===== src/hdl/mmlp_pkg.sv =====
// shared types, character codes and helper functions for the memory-map line parser
package mmlp_pkg;

  localparam int MMLP_POSITION_BITS = 32;

  localparam logic STATUS_RECORD = 1'b0;
  localparam logic STATUS_ERROR  = 1'b1;

  localparam logic [7:0] CH_DASH  = 8'h2D;
  localparam logic [7:0] CH_COLON = 8'h3A;
  localparam logic [7:0] CH_SLASH = 8'h2F;
  localparam logic [7:0] CH_SPACE = 8'h20;
  localparam logic [7:0] CH_TAB   = 8'h09;
  localparam logic [7:0] CH_NL    = 8'h0A;
  localparam logic [7:0] CH_VT    = 8'h0B;
  localparam logic [7:0] CH_FF    = 8'h0C;
  localparam logic [7:0] CH_CR    = 8'h0D;
  localparam logic [7:0] CH_R     = 8'h72;
  localparam logic [7:0] CH_W     = 8'h77;
  localparam logic [7:0] CH_X     = 8'h78;
  localparam logic [7:0] CH_P     = 8'h70;
  localparam logic [7:0] CH_S     = 8'h73;
  localparam logic [7:0] CH_0     = 8'h30;
  localparam logic [7:0] CH_9     = 8'h39;

  typedef struct packed {
    logic        status;
    logic [63:0] start_addr;
    logic [63:0] region_length;
    logic [2:0]  protection;
    logic [31:0] device;
    logic [31:0] inode;
    logic [63:0] file_offset;
    logic        has_name;
    logic [31:0] name_pos;
    logic [31:0] name_len;
  } mmlp_result_t;

  // {is hex digit, digit value}
  function automatic logic [4:0] hex_digit(input logic [7:0] c);
    logic [4:0] r;
    r = 5'b0;
    if (c >= 8'h30 && c <= 8'h39) begin
      r = {1'b1, 4'(c - 8'h30)};
    end else if (c >= 8'h61 && c <= 8'h66) begin
      r = {1'b1, 4'(c - 8'h57)};
    end else if (c >= 8'h41 && c <= 8'h46) begin
      r = {1'b1, 4'(c - 8'h37)};
    end
    return r;
  endfunction

  function automatic logic is_space(input logic [7:0] c);
    return (c == CH_SPACE) || (c == CH_TAB) || (c == CH_NL) ||
           (c == CH_VT) || (c == CH_FF) || (c == CH_CR);
  endfunction

endpackage


===== src/hdl/mmlp_core.sv =====
// input word register, per-byte parse step and line state of the parser
module mmlp_core #(
  parameter int POSITION_BITS = mmlp_pkg::MMLP_POSITION_BITS
) (
  input  logic                  clk,
  input  logic                  rst,
  input  logic                  text_valid,
  output logic                  text_ready,
  input  logic [7:0]            text_byte,
  input  logic                  end_of_text,
  input  logic                  out_free,
  output logic                  emit,
  output mmlp_pkg::mmlp_result_t result
);
  import mmlp_pkg::*;

  localparam logic [3:0] PH_START = 4'd0;
  localparam logic [3:0] PH_END   = 4'd1;
  localparam logic [3:0] PH_PR    = 4'd2;
  localparam logic [3:0] PH_PW    = 4'd3;
  localparam logic [3:0] PH_PX    = 4'd4;
  localparam logic [3:0] PH_PP    = 4'd5;
  localparam logic [3:0] PH_SP    = 4'd6;
  localparam logic [3:0] PH_OFF   = 4'd7;
  localparam logic [3:0] PH_MAJ   = 4'd8;
  localparam logic [3:0] PH_MIN   = 4'd9;
  localparam logic [3:0] PH_INO   = 4'd10;
  localparam logic [3:0] PH_TAIL  = 4'd11;
  localparam logic [3:0] PH_ERR   = 4'd12;

  localparam int PB = POSITION_BITS;

  // input word register
  logic       s1_valid;
  logic [7:0] s1_byte;
  logic       s1_eot;
  logic       fire;

  // line state
  logic [3:0]    phase, phase_next;
  logic [63:0]   start_acc, start_acc_next;
  logic [63:0]   end_acc, end_acc_next;
  logic [63:0]   offset_acc, offset_acc_next;
  logic [31:0]   major_acc, major_acc_next;
  logic [31:0]   minor_acc, minor_acc_next;
  logic [31:0]   inode_acc, inode_acc_next;
  logic [2:0]    perm_bits, perm_bits_next;
  logic          digit_count, digit_count_next;
  logic [PB-1:0] byte_position;
  logic [PB-1:0] token_start, token_start_next;
  logic [PB-1:0] token_length, token_length_next;
  logic          token_slash, token_slash_next;

  logic [4:0]  hx;
  logic        is_hex;
  logic [3:0]  hv;
  logic        is_dec;
  logic        rec, err;
  logic        named;
  logic [31:0] name_pos_w, name_len_w;

  assign fire       = s1_valid && out_free;
  assign text_ready = !s1_valid || fire;

  always_ff @(posedge clk) begin
    if (rst) begin
      s1_valid <= 1'b0;
    end else if (text_valid && text_ready) begin
      s1_valid <= 1'b1;
    end else if (fire) begin
      s1_valid <= 1'b0;
    end
  end

  always_ff @(posedge clk) begin
    if (text_valid && text_ready) begin
      s1_byte <= text_byte;
      s1_eot  <= end_of_text;
    end
  end

  assign hx     = hex_digit(s1_byte);
  assign is_hex = hx[4];
  assign hv     = hx[3:0];
  assign is_dec = (s1_byte >= CH_0) && (s1_byte <= CH_9);

  always_comb begin
    phase_next         = phase;
    start_acc_next     = start_acc;
    end_acc_next       = end_acc;
    offset_acc_next    = offset_acc;
    major_acc_next     = major_acc;
    minor_acc_next     = minor_acc;
    inode_acc_next     = inode_acc;
    perm_bits_next     = perm_bits;
    digit_count_next   = digit_count;
    token_start_next   = token_start;
    token_length_next  = token_length;
    token_slash_next   = token_slash;
    rec                = 1'b0;
    err                = 1'b0;

    case (phase)
      PH_START: begin
        if (is_hex) begin
          start_acc_next   = {start_acc[59:0], hv};
          digit_count_next = 1'b1;
        end else if (digit_count && s1_byte == CH_DASH) begin
          digit_count_next = 1'b0;
          phase_next       = PH_END;
        end else begin
          err = 1'b1;
        end
      end
      PH_END: begin
        if (is_hex) begin
          end_acc_next     = {end_acc[59:0], hv};
          digit_count_next = 1'b1;
        end else if (digit_count && s1_byte == CH_SPACE) begin
          digit_count_next = 1'b0;
          phase_next       = PH_PR;
        end else begin
          err = 1'b1;
        end
      end
      PH_PR: begin
        if (s1_byte == CH_R) perm_bits_next = perm_bits | 3'b001;
        if (s1_byte == CH_R || s1_byte == CH_DASH) phase_next = PH_PW;
        else err = 1'b1;
      end
      PH_PW: begin
        if (s1_byte == CH_W) perm_bits_next = perm_bits | 3'b010;
        if (s1_byte == CH_W || s1_byte == CH_DASH) phase_next = PH_PX;
        else err = 1'b1;
      end
      PH_PX: begin
        if (s1_byte == CH_X) perm_bits_next = perm_bits | 3'b100;
        if (s1_byte == CH_X || s1_byte == CH_DASH) phase_next = PH_PP;
        else err = 1'b1;
      end
      PH_PP: begin
        if (s1_byte == CH_P || s1_byte == CH_S || s1_byte == CH_DASH) phase_next = PH_SP;
        else err = 1'b1;
      end
      PH_SP: begin
        if (s1_byte == CH_SPACE) begin
          phase_next       = PH_OFF;
          digit_count_next = 1'b0;
        end else begin
          err = 1'b1;
        end
      end
      PH_OFF: begin
        if (is_hex) begin
          offset_acc_next  = {offset_acc[59:0], hv};
          digit_count_next = 1'b1;
        end else if (digit_count && s1_byte == CH_SPACE) begin
          digit_count_next = 1'b0;
          phase_next       = PH_MAJ;
        end else begin
          err = 1'b1;
        end
      end
      PH_MAJ: begin
        if (is_hex) begin
          major_acc_next   = {major_acc[27:0], hv};
          digit_count_next = 1'b1;
        end else if (digit_count && s1_byte == CH_COLON) begin
          digit_count_next = 1'b0;
          phase_next       = PH_MIN;
        end else begin
          err = 1'b1;
        end
      end
      PH_MIN: begin
        if (is_hex) begin
          minor_acc_next   = {minor_acc[27:0], hv};
          digit_count_next = 1'b1;
        end else if (digit_count && s1_byte == CH_SPACE) begin
          digit_count_next  = 1'b0;
          phase_next        = PH_INO;
          token_length_next = '0;
          token_start_next  = '0;
          token_slash_next  = 1'b0;
        end else begin
          err = 1'b1;
        end
      end
      PH_INO, PH_TAIL: begin
        if (phase == PH_INO && is_dec) begin
          inode_acc_next   = {inode_acc[28:0], 3'b000} + {inode_acc[30:0], 1'b0} +
                             {28'b0, hv};
          digit_count_next = 1'b1;
        end else if (phase == PH_INO && !digit_count) begin
          err = 1'b1;
        end else begin
          phase_next = PH_TAIL;
        end
        if (!err) begin
          if ((phase_next == PH_TAIL) && s1_byte == CH_NL) begin
            rec = 1'b1;
          end else if ((phase_next == PH_TAIL) && is_space(s1_byte)) begin
            token_length_next = '0;
          end else begin
            // extend the last token
            if (token_length == '0) begin
              token_start_next = byte_position;
              token_slash_next = (s1_byte == CH_SLASH);
            end
            if (token_length != '1) token_length_next = token_length + PB'(1);
          end
        end
      end
      PH_ERR: begin
      end
      default: begin
        err = 1'b1;
      end
    endcase

    // end of text closes the line
    if (!rec && !err && s1_eot && phase_next != PH_ERR) begin
      if (phase_next == PH_TAIL || (phase_next == PH_INO && digit_count_next)) rec = 1'b1;
      else err = 1'b1;
    end
  end

  assign named = token_slash_next && (token_length_next >= PB'(2));

  generate
    if (PB >= 32) begin : g_pos_trunc
      assign name_pos_w = token_start_next[31:0];
      assign name_len_w = token_length_next[31:0];
    end else begin : g_pos_ext
      assign name_pos_w = {{(32-PB){1'b0}}, token_start_next};
      assign name_len_w = {{(32-PB){1'b0}}, token_length_next};
    end
  endgenerate

  always_comb begin
    result = '0;
    if (rec) begin
      result.status        = STATUS_RECORD;
      result.start_addr    = start_acc_next;
      result.region_length = end_acc_next - start_acc_next;
      result.protection    = perm_bits_next;
      result.device        = {major_acc_next[23:0], 8'h00} + minor_acc_next;
      result.inode         = inode_acc_next;
      result.file_offset   = named ? offset_acc_next : 64'd0;
      result.has_name      = named;
      result.name_pos      = named ? name_pos_w : 32'd0;
      result.name_len      = named ? name_len_w : 32'd0;
    end else begin
      result.status = STATUS_ERROR;
    end
  end

  assign emit = fire && (rec || err);

  always_ff @(posedge clk) begin
    if (rst) begin
      phase         <= PH_START;
      start_acc     <= '0;
      end_acc       <= '0;
      offset_acc    <= '0;
      major_acc     <= '0;
      minor_acc     <= '0;
      inode_acc     <= '0;
      perm_bits     <= '0;
      digit_count   <= 1'b0;
      byte_position <= '0;
      token_start   <= '0;
      token_length  <= '0;
      token_slash   <= 1'b0;
    end else if (fire) begin
      if (rec || err || s1_eot) begin
        start_acc    <= '0;
        end_acc      <= '0;
        offset_acc   <= '0;
        major_acc    <= '0;
        minor_acc    <= '0;
        inode_acc    <= '0;
        perm_bits    <= '0;
        digit_count  <= 1'b0;
        token_start  <= '0;
        token_length <= '0;
        token_slash  <= 1'b0;
        phase        <= (err && !s1_eot) ? PH_ERR : PH_START;
      end else begin
        phase        <= phase_next;
        start_acc    <= start_acc_next;
        end_acc      <= end_acc_next;
        offset_acc   <= offset_acc_next;
        major_acc    <= major_acc_next;
        minor_acc    <= minor_acc_next;
        inode_acc    <= inode_acc_next;
        perm_bits    <= perm_bits_next;
        digit_count  <= digit_count_next;
        token_start  <= token_start_next;
        token_length <= token_length_next;
        token_slash  <= token_slash_next;
      end
      byte_position <= s1_eot ? '0 : byte_position + PB'(1);
    end
  end

  a_emit_needs_word: assert property (@(posedge clk) disable iff (rst)
    emit |-> s1_valid && out_free)
    else $error("result produced without a word in the input register");

  a_eot_restarts: assert property (@(posedge clk) disable iff (rst)
    fire && s1_eot |=> byte_position == '0 && phase == PH_START)
    else $error("end of text did not restart the parser");

  a_err_zero_fields: assert property (@(posedge clk) disable iff (rst)
    emit && result.status |-> result.start_addr == 64'd0 && !result.has_name &&
                              result.name_len == 32'd0)
    else $error("error result carries nonzero fields");

  a_err_holds: assert property (@(posedge clk) disable iff (rst)
    fire && err && !s1_eot |=> phase == PH_ERR)
    else $error("syntax error did not enter the error phase");

endmodule


===== src/hdl/mmlp_out.sv =====
// result register between the parse step and the result channel
module mmlp_out (
  input  logic                   clk,
  input  logic                   rst,
  input  logic                   load,
  input  mmlp_pkg::mmlp_result_t load_data,
  output logic                   free,
  output logic                   result_valid,
  input  logic                   result_ready,
  output mmlp_pkg::mmlp_result_t data
);
  import mmlp_pkg::*;

  assign free = !result_valid || result_ready;

  always_ff @(posedge clk) begin
    if (rst) begin
      result_valid <= 1'b0;
    end else if (load && free) begin
      result_valid <= 1'b1;
    end else if (result_ready) begin
      result_valid <= 1'b0;
    end
  end

  always_ff @(posedge clk) begin
    if (load && free) begin
      data <= load_data;
    end
  end

endmodule


===== src/hdl/memory_map_line_parser.sv =====
// top level of the memory-map line parser
//
// text channel: one byte of map text per word (text_byte) with end_of_text
// marking the last byte; text_valid / text_ready handshake.
// result channel: one record per line end (newline or end of text), or one
// error word on a syntax error; result_valid / result_ready handshake.
// after an error, bytes are dropped until the end-of-text byte.
// path: a byte is registered in the input word register on acceptance and is
// parsed from there; its result is loaded into the result register once that
// register is free, and result_valid rises with that load.
// throughput: one byte per cycle while result_ready holds no result back; the
// parse step with its shift-add accumulators is combinational.
// reset: parser expects a start address, byte position is zero, no word is
// held in either register.
// stall: while result_ready is low and a result is held, the parse step
// waits; at most one more byte is taken into the input register, then
// text_ready drops until the result is taken.
module memory_map_line_parser #(
  parameter int POSITION_BITS = mmlp_pkg::MMLP_POSITION_BITS
) (
  input  logic        clk,
  input  logic        rst,
  input  logic        text_valid,
  output logic        text_ready,
  input  logic [7:0]  text_byte,
  input  logic        end_of_text,
  output logic        result_valid,
  input  logic        result_ready,
  output logic        status,
  output logic [63:0] start_addr,
  output logic [63:0] region_length,
  output logic [2:0]  protection,
  output logic [31:0] device,
  output logic [31:0] inode,
  output logic [63:0] file_offset,
  output logic        has_name,
  output logic [31:0] name_pos,
  output logic [31:0] name_len
);
  import mmlp_pkg::*;

  logic         out_free;
  logic         emit;
  mmlp_result_t core_result;
  mmlp_result_t held;

  mmlp_core #(
    .POSITION_BITS(POSITION_BITS)
  ) u_core (
    .clk         (clk),
    .rst         (rst),
    .text_valid  (text_valid),
    .text_ready  (text_ready),
    .text_byte   (text_byte),
    .end_of_text (end_of_text),
    .out_free    (out_free),
    .emit        (emit),
    .result      (core_result)
  );

  mmlp_out u_out (
    .clk          (clk),
    .rst          (rst),
    .load         (emit),
    .load_data    (core_result),
    .free         (out_free),
    .result_valid (result_valid),
    .result_ready (result_ready),
    .data         (held)
  );

  assign status        = held.status;
  assign start_addr    = held.start_addr;
  assign region_length = held.region_length;
  assign protection    = held.protection;
  assign device        = held.device;
  assign inode         = held.inode;
  assign file_offset   = held.file_offset;
  assign has_name      = held.has_name;
  assign name_pos      = held.name_pos;
  assign name_len      = held.name_len;

endmodule


===== config.mk =====
export PLATFORM = sky130hd
export DESIGN_NAME = memory_map_line_parser
export DESIGN_NICKNAME = d
export VERILOG_FILES = /design/src/hdl/mmlp_pkg.sv /design/src/hdl/mmlp_core.sv /design/src/hdl/mmlp_out.sv /design/src/hdl/memory_map_line_parser.sv
export SDC_FILE = /design/constraint.sdc
export NUM_CORES = 2
export LEC_CHECK = 0
export BUFFER_PORTS_ARGS = -buffer_cell sky130_fd_sc_hd__buf_2
export CELL_PAD_IN_SITES_DETAIL_PLACEMENT = 1
export CELL_PAD_IN_SITES_GLOBAL_PLACEMENT = 2
export CORE_ASPECT_RATIO = 0.75
export CORE_MARGIN = 2
export CORE_UTILIZATION = 38
export CTS_BUF_LIST = sky130_fd_sc_hd__clkbuf_4
export CTS_CLUSTER_DIAMETER = 100
export DETAILED_ROUTE_END_ITERATION = 12
export PLACE_DENSITY_LB_ADDON = 0.1
export SLEW_MARGIN = 20
export SYNTH_ARGS = -nofsm -noshare
export SYNTH_HDL_FRONTEND = slang
export SYNTH_SLANG_ARGS = --single-unit

===== constraint.sdc =====
create_clock -name clk -period 26.6 [get_ports clk]
set_input_delay 2.66 -clock clk [delete_from_list [all_inputs] [get_ports clk]]
set_output_delay 2.66 -clock clk [all_outputs]
set_load 0.05 [all_outputs]

==> qor.yml <==
outcome: "finished, final reports clean"
antenna_found_initial: 4
post_cts.repair.setup_buffers: 0
boundaryPins: 340
powerDensity_nw_per_um2: 58.9
clock_skew_ps: 54.0
synth_top_area_cell: "edfxtp_1"
async_reset_ff_frac: 0
cts-root-buf: "clkbuf_4"
final_cells: 5815
finalMaxSlewViolations: 0
power_mw: 2.47
core_um2: 95300
cpMostUsedCell: "a21oi_1"
hold_class: "reg -> reg"
layout-drive-gt1-share: 0.169
hold_viol_final: 0
fin_nets: 4561
worstSkewPairLatency_ps: 1150
mostFrequentLayoutCells: "nor2_1, nand2_1, dfxtp_1"
drc: 0
cp-end-kind: "register"
die_h_um: 273
worstSetupPathType: "reg -> reg"
synth-seq-area-share: 0.486
grt_util_all_layers: 0.237
postCtsHoldBufs: 0
worstHoldStart: "u_core.inode_acc[31]"
syn_inst: 4079
numCtsBuffers: 192
min_period_over_period: 0.276
synth_area_um2: 36600
cts_tree: "yes"
synth_seq_cells: 721
r2r-start: "u_core.s1_byte[0]"
worst_path_max_delay_cell: "buf_4"
grt_pass1_wl_um: 185000
start_util: 0.384
h-tree-depth: 4
critPathRequiredTime_ps: 27410
cpPeakStageDelay_ps: 750
die_w_um: 362
startpoint: "u_core.s1_byte[0]"
cts_buffer_depth: 3
final_common_cell: "nor2_1"
fin_setup_tns_ps: 0
placed_cells: 5449
cts.clk_slew.worst_paths_ps: 80
drtIter0Drc: 2143
syn_to_final_growth_pct: 14.7
synth_flop_cell: "dfxtp_1"
avgSynthCellArea_um2: 8.96
path_cells: "inv_1, ha_1, o21bai_1, a211o_1, o41ai_2, buf_4, nand3_4, buf_4, mux2i_1, ha_1, a21oi_1, nand3b_1, a21oi_1, o221ai_1, nor3_1, o31ai_1, a21oi_1, o21ai_0, a21oi_1, mux2i_1, o311ai_0"
num_vias: 31600
wl_per_cell_um: 20.6
setup_viol_count_final: 0
yosys.cell_types.count: 85
numPortBuffers: 339
ys_warn_count: 0
ir_drop_uv: 39.2
fmax_mhz: 136
finalCriticalPeriod_ps: 7340
die-area_um2: 98700
max_cap_viol_count: 0
max_slew.worst_pin.slew_ps: 1380
relSlewSlack: 0.0775
total_leakage_power_nw: 16.0
start_kind: "register"
first_global_vias: 31300
globalRoute.totalOverflow: 0
path_max_fanout: 40
synth_top_area_share: 0.274
firstDrtPassIters: 7
gp_congestion: 0.874
synth_area_leaders: "edfxtp_1, dfxtp_1, nor2_1, nand2_1, a22oi_1"
routed_wl_um: 120000
cp_data_arrival_time_ps: 8150
dp.final_hpwl_um: 80200
grt_max_degree: 182
post_cts_resized: 0
final_antenna_net_count: 0
via_per_inst: 5.44
synth_edf_count: 334
numClockSinks: 721
rows: 98
rsz0062_at_grt: "no"
syn_nets: 4247
hold_slack_ps: 474
==> synthesized netlist by cell type (5+ instances only) <==
master	n
nor2_1	744
nand2_1	595
dfxtp_1	387
edfxtp_1	334
a21oi_1	315
a22oi_1	292
clkbuf_1	224
ha_1	151
o21ai_0	107
xnor2_1	72
mux2i_1	71
nand3_1	65
xor2_1	63
nor3_1	56
a21o_1	48
nor2b_1	48
inv_1	43
and3_1	37
nand4_1	35
a211oi_1	29
a31oi_1	27
nand2b_1	25
o21a_1	21
or3_1	21
and2_1	19
buf_2	18
buf_1	16
nor4_1	15
o21bai_1	15
or2_2	11
nor2_2	10
o31ai_1	10
a32oi_1	8
a211o_1	7
nor4b_1	7
o2111ai_1	7
o211ai_1	7
or4_1	7
a41oi_1	6
nand3b_1	6
o21ai_1	6
o22ai_1	6
and4_1	5
==> worst paths after layout <==
check / to / slack [ps] / cells after the start
worst max-delay path: u_out.data[255] / 19260 / 21
worst min-delay path: u_core.inode_acc[31] / 470 / 2
worst max register to register: u_out.data[255] / 19260 / 21
worst min register to register: u_core.inode_acc[31] / 470 / 2
==> cell families (layout without fill, tap and decap cells) <==
family / after synthesis / count (layout) / share of synthesized area
and+or+nand+nor: 1725 / 1725 / 0.203
AOI/OAI and AO/OA: 965 / 965 / 0.172
DFF: 721 / 721 / 0.486
adders and majority gates: 155 / 155 / 0.0539
xor gates and xnor gates: 135 / 135 / 0.0323
other: 0 / 7 / 0
muxes: 72 / 72 / 0.0197
buffers and inverters: 306 / 785 / 0.0330
==> worst max-delay path: cells and delay by family, from the launching register on <==
kind / cells / cell delay [ps]
AOI/OAI and AO/OA: 11 / 3220
adders and majority gates: 2 / 650
and+or+nand+nor: 3 / 1000
muxes: 2 / 590
buffers and inverters: 3 / 1080
DFF: 1 / 450
==> area by class of cell <==
cell class | instances | area, µm²
tap | 1250 | 1560
antenna | 7 | 17.5
clock buffer | 305 | 2290
multi-input combinational | 3052 | 17700
clock inverter | 54 | 343
fill | 11200 | 53300
inverter | 44 | 165
sequential | 721 | 17800
timing repair buffer | 382 | 2050
==> where the power goes <==
part	total, mW	switching, mW	internal (mW)
Sequential	1.20	0.0140	1.19
Combinational	0.213	0.174	0.0383
Clock	1.06	0.505	0.552
==> registers in the layout (all words and copies together), names as in the netlist <==
signal / count
u_core.byte_position: 32
u_core.digit_count: 1
u_core.offset_acc: 64
u_out.result_valid: 1
u_core.start_acc: 64
u_core.inode_acc: 32
u_core.s1_eot: 1
u_out.data: 325
u_core.perm_bits: 3
u_core.token_start: 32
u_core.minor_acc: 32
u_core.token_slash: 1
u_core.phase: 4
u_core.end_acc: 64
u_core.s1_valid: 1
u_core.token_length: 32
u_core.major_acc: 24
u_core.s1_byte: 8
==> per-stage QoR <==
stage	util	setup slack [ps]	cell area [µm²]
after global routing	0.440	18680	41900
after CTS	0.440	19310	41900
final	0.440	19260	41900
after floorplan	-	6520	36600
after global placement	0.412	19610	39300
after detailed placement	0.412	19370	39300
==> metal layers <==
metal / vias up / share of wire / track usage
met1: 15600 / 0.50 / 0.352
met5: - / 0 / 0
li1: 15300 / - / -
met3: 125 / 0.046 / 0.0415
met4: 0 / 0.015 / 0.0626
met2: 630 / 0.44 / 0.355
Note: power is estimated with default switching activity, not from simulation.
